===== config.mk =====
export PLATFORM = sky130hd
export DESIGN_NAME = playlist_order_sequencer_unit
export DESIGN_NICKNAME = d
export VERILOG_FILES = /design/src/sv/pos_pkg.sv /design/src/sv/pos_mix.sv /design/src/sv/pos_mod.sv /design/src/sv/playlist_order_sequencer_unit.sv
export SDC_FILE = /design/constraint.sdc
export NUM_CORES = 2
export LEC_CHECK = 0
export ABC_AREA = 1
export BUFFER_PORTS_ARGS = -buffer_cell sky130_fd_sc_hd__buf_2
export CORE_UTILIZATION = 55
export DETAILED_ROUTE_END_ITERATION = 8
export PLACE_DENSITY = 0.71
export SYNTH_ARGS = -nofsm -noshare
export SYNTH_HDL_FRONTEND = slang
export SYNTH_SLANG_ARGS = --single-unit

===== constraint.sdc =====
create_clock -name clk -period 31.8 [get_ports clk]
set_input_delay 1.59 -clock clk [delete_from_list [all_inputs] [get_ports clk]]
set_output_delay 1.59 -clock clk [all_outputs]
set_load 0.05 [all_outputs]

===== src/sv/pos_pkg.sv =====
// ----------------------------------------------------------------------------
// pos_pkg
// Shared types and constants for the playlist order sequencer.
// ----------------------------------------------------------------------------
package pos_pkg;
  localparam logic [63:0] GOLDEN = 64'h9E3779B97F4A7C15;
  localparam logic [63:0] MIX1   = 64'hBF58476D1CE4E5B9;
  localparam logic [63:0] MIX2   = 64'h94D049BB133111EB;

  typedef enum logic [2:0] {
    F_ADD = 3'd0, F_REMOVE = 3'd1, F_SETCUR = 3'd2, F_CLEAR = 3'd3,
    F_SHUF = 3'd4, F_NEXT = 3'd5, F_PREV = 3'd6, F_ADV = 3'd7
  } func_t;

  localparam logic REG_LOOP = 1'b0;
  localparam logic REG_SEED = 1'b1;

  // request / response between sequencer and modulo unit
  typedef struct packed {
    logic        start;
    logic [63:0] num;
    logic [6:0]  den;
  } mod_req_t;

  typedef struct packed {
    logic       done;
    logic [6:0] rem;
  } mod_rsp_t;
endpackage


===== src/sv/pos_mix.sv =====
// ----------------------------------------------------------------------------
// pos_mix
// Multi-cycle splitmix64 output mix; 32x32 partial products, one per cycle.
// ----------------------------------------------------------------------------
module pos_mix import pos_pkg::*; (
  input  logic        clk,
  input  logic        rst_n,
  input  logic        start,
  input  logic [63:0] state_in,
  output logic        done,
  output logic [63:0] result
);
  // step: 0 idle, 1..3 mult1 partials, 4..6 mult2 partials, 7 finish
  logic [2:0]  step_r, step_nxt;
  logic [63:0] z_r, z_nxt, acc_r, acc_nxt;
  logic [63:0] k;
  logic [31:0] a, b;
  logic [63:0] prod;
  logic [2:0]  ph;

  // one 32x32 multiplier shared across partial products
  always_comb begin
    ph = (step_r >= 3'd4) ? step_r - 3'd3 : step_r;
    k  = (step_r >= 3'd4) ? MIX2 : MIX1;
    a = z_r[31:0]; b = k[31:0];
    case (ph)
      3'd1: begin a = z_r[31:0];  b = k[31:0];  end
      3'd2: begin a = z_r[63:32]; b = k[31:0];  end
      3'd3: begin a = z_r[31:0];  b = k[63:32]; end
      default: ;
    endcase
    prod = a * b;
  end

  always_comb begin
    step_nxt = step_r; z_nxt = z_r; acc_nxt = acc_r; done = 1'b0;
    case (step_r)
      3'd0: if (start) begin
        z_nxt = state_in ^ (state_in >> 30); acc_nxt = '0; step_nxt = 3'd1;
      end
      3'd1, 3'd4: begin acc_nxt = prod; step_nxt = step_r + 3'd1; end
      3'd2, 3'd5: begin
        acc_nxt = acc_r + {prod[31:0], 32'd0}; step_nxt = step_r + 3'd1;
      end
      3'd3: begin
        acc_nxt = acc_r + {prod[31:0], 32'd0};
        z_nxt = acc_nxt ^ (acc_nxt >> 27); step_nxt = 3'd4;
      end
      3'd6: begin
        acc_nxt = acc_r + {prod[31:0], 32'd0}; step_nxt = 3'd7;
      end
      3'd7: begin done = 1'b1; step_nxt = 3'd0; end
      default: step_nxt = 3'd0;
    endcase
  end

  assign result = acc_r ^ (acc_r >> 31);

  always_ff @(posedge clk) begin
    if (!rst_n) step_r <= 3'd0;
    else step_r <= step_nxt;
    z_r <= z_nxt;
    acc_r <= acc_nxt;
  end
endmodule


===== src/sv/pos_mod.sv =====
// ----------------------------------------------------------------------------
// pos_mod
// Restoring remainder of a 64-bit value by a 7-bit divisor, one bit a cycle.
// ----------------------------------------------------------------------------
module pos_mod import pos_pkg::*; (
  input  logic     clk,
  input  logic     rst_n,
  input  mod_req_t req,
  output mod_rsp_t rsp
);
  logic        busy_r;
  logic        done_r;
  logic [5:0]  cnt_r;
  logic [63:0] num_r;
  logic [6:0]  den_r, rem_r;
  logic [7:0]  trial;

  assign trial = {rem_r, num_r[63]};
  assign rsp = {done_r, rem_r};

  always_ff @(posedge clk) begin
    if (!rst_n) begin
      busy_r <= 1'b0; done_r <= 1'b0;
    end else begin
      done_r <= 1'b0;
      if (!busy_r && req.start) begin
        busy_r <= 1'b1; cnt_r <= 6'd0;
        num_r <= req.num; den_r <= req.den; rem_r <= '0;
      end else if (busy_r) begin
        // shift one bit in and subtract when it fits
        if (trial >= {1'b0, den_r}) rem_r <= 7'(trial - {1'b0, den_r});
        else rem_r <= trial[6:0];
        num_r <= {num_r[62:0], 1'b0};
        cnt_r <= cnt_r + 6'd1;
        if (cnt_r == 6'd63) begin busy_r <= 1'b0; done_r <= 1'b1; end
      end
    end
  end
endmodule


===== src/sv/playlist_order_sequencer_unit.sv =====
// ----------------------------------------------------------------------------
// playlist_order_sequencer_unit
// Playlist order sequencer: count, current entry, played flags, shuffle.
// ----------------------------------------------------------------------------
// channel | direction | ports
// in      | input     | in_valid, in_ready, in_func, in_index, in_shuffle_on
// out     | output    | out_valid, out_ready, out_pick_index, out_pick_valid, out_ok
// cfg     | input     | cfg_valid, cfg_ready, cfg_index, cfg_data
// Simple commands: after the input transfer the unit passes through S_EXEC and
// offers the result in S_OUT. A shuffled draw passes through S_EXEC, S_DRAW,
// S_MIX, the bit-serial remainder in S_MOD, S_FIN and S_OUT.
// A shuffled advance adds a pass in S_COUNT to count unplayed entries and,
// when one is drawn from them, a scan in S_LOCATE to locate it.
// Synchronous active-low reset; no clearing pass. in_ready and cfg_ready are
// low while a command runs and while a result waits on out_ready.
// ----------------------------------------------------------------------------
module playlist_order_sequencer_unit import pos_pkg::*; #(
  parameter int MAX_ENTRIES = 64
) (
  input  logic        clk,
  input  logic        rst_n,
  input  logic        in_valid,
  output logic        in_ready,
  input  logic [2:0]  in_func,
  input  logic [5:0]  in_index,
  input  logic        in_shuffle_on,
  output logic        out_valid,
  input  logic        out_ready,
  output logic [5:0]  out_pick_index,
  output logic        out_pick_valid,
  output logic        out_ok,
  input  logic        cfg_valid,
  output logic        cfg_ready,
  input  logic        cfg_index,
  input  logic [63:0] cfg_data
);
  typedef enum logic [3:0] {
    S_IDLE, S_EXEC, S_DRAW, S_MIX, S_MOD, S_COUNT, S_LOCATE, S_FIN, S_OUT
  } state_t;
  // what a draw result is used for
  typedef enum logic [1:0] { D_OTHER, D_ROUND, D_NEW } dmode_t;

  state_t      state_r, state_nxt;
  dmode_t      dmode_r, dmode_nxt;
  logic [1:0]  loop_r, loop_nxt;
  logic [63:0] gen_r, gen_nxt;
  logic [6:0]  cnt_r, cnt_nxt;
  logic [5:0]  cur_r, cur_nxt;
  logic        curv_r, curv_nxt, shuf_r, shuf_nxt;
  logic [63:0] played_r, played_nxt;
  logic [2:0]  func_r, func_nxt;
  logic [5:0]  idx_r, idx_nxt;
  logic        on_r, on_nxt;
  logic [6:0]  scan_r, scan_nxt, n_r, n_nxt, seen_r, seen_nxt, rem_r, rem_nxt;
  logic [5:0]  pick_r, pick_nxt;
  logic        pv_r, pv_nxt, ok_r, ok_nxt;
  logic        mix_start, mix_done;
  logic [63:0] mix_res;
  mod_req_t    mreq;
  mod_rsp_t    mrsp;
  logic [63:0] gen_inc, low_mask, rm_flags;
  logic [5:0]  sidx;

  assign gen_inc = gen_r + GOLDEN;
  assign sidx = scan_r[5:0];

  // the mix works on the advanced generator state
  pos_mix u_mix (.clk, .rst_n, .start(mix_start), .state_in(gen_inc),
                 .done(mix_done), .result(mix_res));
  pos_mod u_mod (.clk, .rst_n, .req(mreq), .rsp(mrsp));

  assign in_ready = (state_r == S_IDLE);
  assign cfg_ready = (state_r == S_IDLE);
  assign out_valid = (state_r == S_OUT);
  assign out_pick_index = pick_r;
  assign out_pick_valid = pv_r;
  assign out_ok = ok_r;
  assign mix_start = (state_r == S_DRAW);

  always_comb begin
    mreq.start = (state_r == S_MIX) && mix_done;
    mreq.num = mix_res;
    case (dmode_r)
      D_OTHER: mreq.den = cnt_r;
      D_ROUND: mreq.den = n_r;
      default: mreq.den = cnt_r - 7'd1;
    endcase
  end

  // remove: close the gap in the played flags
  always_comb begin
    low_mask = (64'd1 << idx_r) - 64'd1;
    rm_flags = (played_r & low_mask) | (((played_r >> idx_r) >> 1) << idx_r);
  end

  // sequencer next state
  always_comb begin
    state_nxt = state_r; dmode_nxt = dmode_r; loop_nxt = loop_r; gen_nxt = gen_r;
    cnt_nxt = cnt_r; cur_nxt = cur_r; curv_nxt = curv_r; shuf_nxt = shuf_r;
    played_nxt = played_r; func_nxt = func_r; idx_nxt = idx_r; on_nxt = on_r;
    scan_nxt = scan_r; n_nxt = n_r; seen_nxt = seen_r; rem_nxt = rem_r;
    pick_nxt = pick_r; pv_nxt = pv_r; ok_nxt = ok_r;
    if (cfg_valid && cfg_ready) begin
      if (cfg_index == REG_LOOP) loop_nxt = cfg_data[1:0];
      else gen_nxt = cfg_data;
    end
    case (state_r)
      S_IDLE: if (in_valid) begin
        func_nxt = in_func; idx_nxt = in_index; on_nxt = in_shuffle_on;
        state_nxt = S_EXEC;
      end
      S_EXEC: begin
        pick_nxt = '0; pv_nxt = 1'b0; ok_nxt = 1'b1; state_nxt = S_OUT;
        case (func_t'(func_r))
          F_ADD: if (cnt_r >= 7'(MAX_ENTRIES)) ok_nxt = 1'b0;
          else begin
            cnt_nxt = cnt_r + 7'd1;
            played_nxt[cnt_r[5:0]] = 1'b0;
            if (!curv_r) begin cur_nxt = cnt_r[5:0]; curv_nxt = 1'b1; end
          end
          F_REMOVE: if ({1'b0, idx_r} >= cnt_r) ok_nxt = 1'b0;
          else begin
            played_nxt = rm_flags;
            cnt_nxt = cnt_r - 7'd1;
            if (cnt_r == 7'd1) begin cur_nxt = '0; curv_nxt = 1'b0; end
            else if (curv_r) begin
              if (idx_r < cur_r) cur_nxt = cur_r - 6'd1;
              else if ({1'b0, cur_r} >= cnt_r - 7'd1) cur_nxt = 6'(cnt_r - 7'd2);
            end
          end
          F_SETCUR: if ({1'b0, idx_r} >= cnt_r) ok_nxt = 1'b0;
          else begin cur_nxt = idx_r; curv_nxt = 1'b1; end
          F_CLEAR: begin
            cnt_nxt = '0; played_nxt = '0; cur_nxt = '0; curv_nxt = 1'b0;
          end
          F_SHUF: if (on_r != shuf_r) begin shuf_nxt = on_r; played_nxt = '0; end
          default: if (cnt_r != 7'd0 && curv_r) begin
            pv_nxt = 1'b1;
            if (func_r == F_ADV && loop_r == 2'd1) pick_nxt = cur_r;
            else if (func_r == F_ADV && shuf_r) begin
              played_nxt[cur_r] = 1'b1;
              scan_nxt = '0; n_nxt = '0; state_nxt = S_COUNT;
            end else if (shuf_r && cnt_r > 7'd1) begin
              dmode_nxt = D_OTHER; state_nxt = S_DRAW;
            end else if (func_r == F_PREV) begin
              if (cur_r != 6'd0) pick_nxt = cur_r - 6'd1;
              else if (loop_r == 2'd0) pv_nxt = 1'b0;
              else pick_nxt = 6'(cnt_r - 7'd1);
            end else begin
              if ({1'b0, cur_r} + 7'd1 < cnt_r) pick_nxt = cur_r + 6'd1;
              else if (loop_r == 2'd0) pv_nxt = 1'b0;
            end
          end
        endcase
      end
      // count unplayed entries, one per cycle
      S_COUNT: begin
        if (scan_r == cnt_r) begin
          if (n_r != 7'd0) begin dmode_nxt = D_ROUND; state_nxt = S_DRAW; end
          else if (loop_r == 2'd0) begin pv_nxt = 1'b0; state_nxt = S_OUT; end
          else begin
            played_nxt = '0;
            if (cnt_r <= 7'd1) begin pick_nxt = cur_r; state_nxt = S_OUT; end
            else begin dmode_nxt = D_NEW; state_nxt = S_DRAW; end
          end
        end else begin
          if (!played_r[sidx]) n_nxt = n_r + 7'd1;
          scan_nxt = scan_r + 7'd1;
        end
      end
      S_DRAW: begin gen_nxt = gen_inc; state_nxt = S_MIX; end
      S_MIX: if (mix_done) state_nxt = S_MOD;
      S_MOD: if (mrsp.done) begin
        rem_nxt = mrsp.rem; state_nxt = S_FIN;
      end
      S_FIN: begin
        case (dmode_r)
          D_OTHER: begin
            state_nxt = S_OUT;
            if (rem_r[5:0] == cur_r)
              pick_nxt = (rem_r + 7'd1 == cnt_r) ? 6'd0 : rem_r[5:0] + 6'd1;
            else pick_nxt = rem_r[5:0];
          end
          D_NEW: begin
            state_nxt = S_OUT;
            pick_nxt = (rem_r[5:0] < cur_r) ? rem_r[5:0] : rem_r[5:0] + 6'd1;
          end
          default: begin
            scan_nxt = '0; seen_nxt = '0; state_nxt = S_LOCATE;
          end
        endcase
      end
      // locate the rem-th unplayed entry
      S_LOCATE: begin
        if (scan_r == cnt_r) begin pick_nxt = cur_r; state_nxt = S_OUT; end
        else if (!played_r[sidx] && seen_r == rem_r) begin
          pick_nxt = sidx; state_nxt = S_OUT;
        end else begin
          if (!played_r[sidx]) seen_nxt = seen_r + 7'd1;
          scan_nxt = scan_r + 7'd1;
        end
      end
      S_OUT: if (out_ready) state_nxt = S_IDLE;
      default: state_nxt = S_IDLE;
    endcase
  end

  always_ff @(posedge clk) begin
    if (!rst_n) begin
      state_r <= S_IDLE; dmode_r <= D_OTHER; loop_r <= 2'd0; gen_r <= '0;
      cnt_r <= '0; cur_r <= '0; curv_r <= 1'b0; shuf_r <= 1'b0; played_r <= '0;
      func_r <= '0; idx_r <= '0; on_r <= 1'b0; scan_r <= '0; n_r <= '0;
      seen_r <= '0; rem_r <= '0; pick_r <= '0; pv_r <= 1'b0; ok_r <= 1'b0;
    end else begin
      state_r <= state_nxt; dmode_r <= dmode_nxt; loop_r <= loop_nxt;
      gen_r <= gen_nxt; cnt_r <= cnt_nxt; cur_r <= cur_nxt; curv_r <= curv_nxt;
      shuf_r <= shuf_nxt; played_r <= played_nxt; func_r <= func_nxt;
      idx_r <= idx_nxt; on_r <= on_nxt; scan_r <= scan_nxt; n_r <= n_nxt;
      seen_r <= seen_nxt; rem_r <= rem_nxt; pick_r <= pick_nxt; pv_r <= pv_nxt;
      ok_r <= ok_nxt;
    end
  end

  // entry count stays within the configured depth
  a_cnt: assert property (@(posedge clk) disable iff (!rst_n)
    cnt_r <= 7'(MAX_ENTRIES)) else $error("entry count overflow");
  // a valid current entry always lies within the list
  a_cur: assert property (@(posedge clk) disable iff (!rst_n)
    (curv_r |-> ({1'b0, cur_r} < cnt_r))) else $error("current out of range");
  // a pick never names an entry past the list
  a_pick: assert property (@(posedge clk) disable iff (!rst_n)
    (out_valid && out_pick_valid) |-> ({1'b0, out_pick_index} < cnt_r))
    else $error("pick out of range");
endmodule

### Word-level counts from Yosys, hierarchy flattened

Cells that the tools add are included.

| word-level totals | value |
|---|---|
| register bits | 414 |
| input port bits | 80 |
| output and inout port bits | 11 |

| operators by class | value |
|---|---|
| $add $sub $neg | 18 |
| $mul | 1 |
| $lt $le $gt $ge | 15 |
| equal/unequal tests | 73 |
| shifts and indexed selects | 3 |
| mux-type cells | 137 |
| bitwise operators | 11 |
| reduce and logical (&&, ||, !) cells | 57 |

Operators by type and width:

| operator | number |
|---|---|
| 64-bit 2-to-1 mux | 16 |
| 64-bit one-hot mux with 5 select lines | 1 |
| 64-bit one-hot mux with 2 select lines | 2 |
| 64-bit one-hot mux with 3 select lines | 1 |
| 6-bit 2-to-1 mux | 27 |
| 64-bit bitwise AND | 2 |
| 64-bit OR | 2 |
| 7-bit 2-to-1 mux | 17 |
| 64-bit adder | 1 |
| 64-bit adder (second input constant) | 1 |
| 32-bit by 32-bit multiplier with 64-bit output | 1 |
| 32-bit 2-to-1 mux | 2 |
| 4-bit 2-to-1 mux | 16 |
| 64-bit inverter | 1 |
| 1-bit by 6-bit left shift with 64-bit output (first input constant) | 1 |
| 63-bit by 6-bit left shift with 64-bit output | 1 |
| 64-bit by 6-bit right shift with 64-bit output | 1 |
| 64-bit by 1-bit subtractor with 64-bit output (second input constant) | 1 |
| 64-bit by 33-bit XOR with 64-bit output | 1 |
| 64-bit by 34-bit XOR with 64-bit output | 1 |
| 64-bit by 37-bit XOR with 64-bit output | 1 |
| 62-bit 2-to-1 mux | 1 |
| 2-bit != test (second input constant) | 26 |
| 6-bit one-hot mux with 4 select lines | 2 |
| 75 further kinds | 189 |

### Longest topological paths before layout

| logic depth | value |
|---|---|
| depth in word-level cells | 10 |
| mapped depth | 54 |
| gate-level depth less buffers | 51 |

### Cells and area by module

A second synthesis with hierarchy kept.

| unflattened totals | value |
|---|---|
| cells, all modules | 9596 |
| area, all modules | 67910.1 sq um |

By module, submodules not included:

| module | times used | cells an instance | area each (sq um) |
|---|---|---|---|
| pos_mix | 1 | 4474 | 38765.9 |
| playlist_order_sequencer_unit | 1 | 4694 | 25085.3 |
| pos_mod | 1 | 428 | 4058.9 |

### Least setup slack after synthesis

No wires, ideal clock.

| timing | value |
|---|---|
| kind | reg2reg |
| from | register u_mix.step_r[2] |
| to | register u_mix.z_r[36], data pin |
| library setup time | 0.258 ns |
| arrival | 9.810 ns |
| data required time | 31.542 ns |
| path slack | 21.733 ns |
| cell stages (with the launch flop) | 44 |
| buffers on the path | 6 |
| period minus slack after synthesis | 10.067 ns |
| path through | dfxtp_1 -> clkbuf_1 -> inv_1 -> clkbuf_1 -> clkbuf_1 -> ha_1 -> a21oi_1 -> inv_1 -> nor2_2 -> inv_1 -> buf_2 -> buf_1 -> nand2_1 -> o21ai_0 -> inv_1 -> clkbuf_1 -> nor2_1 -> fa_1 -> [... 8 more ...] -> fa_1 -> ha_1 -> a21oi_1 -> inv_1 -> a31oi_1 -> o221ai_1 -> a21oi_1 -> o21ai_1 -> xor2_1 -> ha_1 -> inv_1 -> o21bai_1 -> a221oi_1 -> nand3_1 -> nand2_1 -> nand2_1 -> nand2_1 -> o21ai_1 |

| on the way | value |
|---|---|
| word-level cells in the longest chain between the ends | 8 |
| elaborated cells between the ends (all ways) | 14 |

Ends and longest elaborated chain:

| element | line | source |
|---|---|---|
| from (decl) | pos_mix.sv:14 | `logic [2:0] step_r, step_nxt;` |
| from (signal assigned) | pos_mix.sv:61 | `else step_r <= step_nxt;` |
| 3-bit by 2-bit subtractor with 3-bit output / 3-bit >= comparator (equally long branches) | pos_mix.sv:23, pos_mix.sv:24 |  |
| 3-bit 2-to-1 mux | pos_mix.sv:23 | `ph = (step_r >= 3'd4) ? step_r - 3'd3 : step_r;` |
| 3-bit by 2-bit == test with 1-bit output | pos_mix.sv:26 | `case (ph)` |
| 32-bit 2-to-1 mux | pos_mix.sv:26 |  |
| 32-bit by 32-bit multiplier with 64-bit output | pos_mix.sv:32 | `prod = a * b;` |
| 64-bit adder | pos_mix.sv:46 | `acc_nxt = acc_r + {prod[31:0], 32'd0};` |
| 64-bit by 37-bit XOR with 64-bit output | pos_mix.sv:47 | `z_nxt = acc_nxt ^ (acc_nxt >> 27); step_nxt = 3'd4;` |
| 64-bit one-hot mux with 2 select lines (*) | pos_mix.sv:37 | `case (step_r)` |
| via u_mix.z_nxt[36] | pos_mix.sv:15 | `logic [63:0] z_r, z_nxt, acc_r, acc_nxt;` |
| to (signal assigned) | pos_mix.sv:62 | `z_r <= z_nxt;` |
| to (decl) | pos_mix.sv:15 |  |

Mark *: on every way through the listed nets, which the timed path passes. The rest lies on a longest branch.
A chain may end at the register's enable or synchronous reset.

### Worst setup path in the final report

| timing | value |
|---|---|
| from | register u_mix.step_r[2] |
| to | register u_mix.z_r[62], data pin |

The elaborated chain is that of the path after synthesis.

==> metrics <==
share of flip-flops with an asynchronous set or reset 0%; clk slew on worst S/H paths 0.07 ns; clock tree from TritonCTS yes; most used cells in the layout excluding fill and tap cells nand2_1 (1631), inv_1 (1439), nand3_1 (1104); Synth cell types 80; warnings from Yosys 0; most used flip-flop cell after synthesis edfxtp_1; total routing resource utilization after global routing 45.0%; normalized max-slew margin 3.85%; number of gates resized after cts 0; number of hold violations in the final report 0; proportion of synthesized chip area in sequential cells 15.7%; clock tree skew after final layout 0.0229 ns; std cell rows 126; hold path depth 2; final setup violation count 0; path class of the lowest-slack min-delay path reg -> reg; number of buffers inserted by post-CTS setup repair 0; internal reg-to-reg setup slack 19.05 ns; Yosys reg bits 414; post-detailed-route count of antenna-violating nets 0; kind of critical path reg -> reg; count of unresolved DRC violations after routing 0; sum of negative setup slack 0 ns; area inside the core boundary 119000 um^2; min setup slack post-route 19.05 ns; initial antenna violation count 10; horizontal extent of the die 349 um; Die ar. 122000 um^2; wire length of the first global-routing pass 407000 um; Max stage delay on crit path 0.98 ns; RSZ-0062 raised after global routing no; Max Fanout on Critical Path 41; effective utilization at floorplan 55.8%; number of violations reported at the end of detailed-routing iteration 0 9832; Routed Wire Length 275000 um; hold buffer count at cts 0; crit path time final 12.75 ns; source-to-sink clock delay at the later pin of the worst-skew pair 0.59 ns; Max Root-Sink Buffers 3; Worst EP arrival 13.04 ns; CP Capture Type register; CTS root buffer clkbuf_16; share of post-route cells with drive strength above 1 5.07%; post-synthesis instance area 66200 um^2; share of the clock period used by the worst path after layout 40.1%; required time worst endpoint 32.09 ns; H-tree depth reported by CTS 2; Worst path most repeated cell inv_1; area delta synth->final 4.23%; number of search-and-repair iterations in the first detailed-routing pass 7; highest clock rate 0.0784 GHz; number of buffers added by the clock tree synthesis step 41; cell depth of the worst flop-to-flop path 42; syn avg cell area 7.28 um^2; Avg WL per Cell 26.1 um; most common cell after layout, fill and taps aside nand2_1; Worst Setup Slack post-DPL 19.59 ns; via count of the first global-routing pass 63200; kind of start point of the critical path register; last weighted congestion value of the routability-driven placer 1.08; total nets after synthesis 10400; number of enable flip-flop cells after synthesis 212; master of the slowest instance on the critical path o21ai_0; detailed-route via count 65800; Vert. Die Dim 349 um; Gate Count Post-Synth 9095; Final Hold Slack 0.483 ns; max-capacitance violation count 0; pin count of the biggest net entering global routing 131; via density per instance 6.24; IO Count 91; TritonCTS Sinks 414; DP HPWL 221000 um; pins over their slew limit 0; status finished clean; PortBufs 90; layout net count 10200; Least-Margin Pin Slew 1.43 ns; Overflow after GRT 0
metrics by stage:
stage	std cells	cell area (um^2)	utilization (%)
finish	10500	69000	58.1
global route	10500	69000	58.1
CTS	10500	69000	58.1
detailed placement	10500	67600	57.0
global placement	10500	67600	57.0
floorplan	9095	66200	-
per-layer routing:
| metal | vias up | track usage, % | wire [um] |
|---|---|---|---|
| li1 | 28900 | - | - |
| met1 | 31300 | 62.6 | 109000 |
| met2 | 4788 | 63.5 | 111000 |
| met3 | 770 | 16.5 | 42400 |
| met4 | 14 | 16.0 | 12300 |
| met5 | - | 1.24 | 423 |
worst paths after layout:
kind / from / to
worst max-delay path: u_mix.step_r[2]$_SDFFE_PN0N_ / u_mix.z_r[62]$_DFFE_PP_
worst min-delay path: gen_r[1]$_SDFFE_PN0P_ / gen_r[1]$_SDFFE_PN0P_
worst max register to register: u_mix.step_r[2]$_SDFFE_PN0N_ / u_mix.z_r[62]$_DFFE_PP_
worst min register to register: gen_r[1]$_SDFFE_PN0P_ / gen_r[1]$_SDFFE_PN0P_
worst max-delay path: cells and delay by family, from the launching register on:
kind	cells	cell delay, ns
AOI/OAI and AO/OA	12	3.24
DFF	1	0.32
buffers and inverters	12	2.29
and+or+nand+nor	5	1.20
adders and majority gates	11	4.72
xor gates and xnor gates	2	0.62
cell families after synthesis:
kind of cell / count (synthesis) / share of synthesized area, %
AND/OR/NAND/NOR: 4078 / 26.8
buffers and inverters: 1896 / 11.2
adder cells (fa/ha/maj): 1249 / 32.9
AO/OA/AOI/OAI: 1246 / 10.6
flip-flops: 414 / 15.7
XOR/XNOR: 210 / 2.78
other: 1 / 0.00566
multiplexers: 1 / 0.0151
registers in the layout, summed over array words and instances (netlist names), 2 cells and up:
| register | flops |
|---|---|
| state_r | 4 |
| played_r | 64 |
| cnt_r | 7 |
| u_mix.z_r | 64 |
| seen_r | 7 |
| scan_r | 7 |
| u_mod.num_r | 64 |
| rem_r | 7 |
| loop_r | 2 |
| idx_r | 6 |
| cur_r | 6 |
| u_mod.den_r | 7 |
| u_mod.rem_r | 7 |
| n_r | 7 |
| u_mix.step_r | 3 |
| u_mod.cnt_r | 6 |
| out_pick_index | 6 |
| func_r | 3 |
| u_mix.acc_r | 64 |
| dmode_r | 2 |
| gen_r | 64 |
cell usage after synthesis (13+ instances only):
cell	n	share of area (%)
nand2_2	14	0.13
or2_2	40	0.38
clkinv_1	17	0.096
inv_1	1441	8.2
o21bai_1	15	0.17
nand3_1	1104	8.3
xnor2_1	72	0.95
nand3_2	13	0.20
nor2_2	30	0.28
o21a_1	21	0.24
o21ai_0	412	3.1
ha_1	427	8.1
o211ai_1	42	0.48
buf_2	84	0.63
buf_1	69	0.39
nor3_1	114	0.86
edfxtp_1	212	9.6
dfxtp_1	202	6.1
nand2_1	1632	9.3
nand4_1	106	1.0
fa_1	822	25
clkbuf_1	225	1.3
inv_2	27	0.15
o21ai_1	85	0.64
buf_6	17	0.29
xor2_1	138	1.8
a211oi_1	23	0.26
a21oi_1	417	3.2
o22ai_1	35	0.33
a31oi_1	104	0.98
nor2_1	956	5.4
layout make-up:
cell class                 instances  area [um^2]
tap                             1600         2000
clock buffer                      43         1030
clock inverter                    33          335
antenna                            7         17.5
fill                           11400        49700
timing repair buffer             175         1090
sequential                       414        10400
multi-input combinational       6785        48500
inverter                        1490         5620
Power is not shown: default switching activity piles up to over one toggle a cycle in this logic, so the estimate is an artifact.
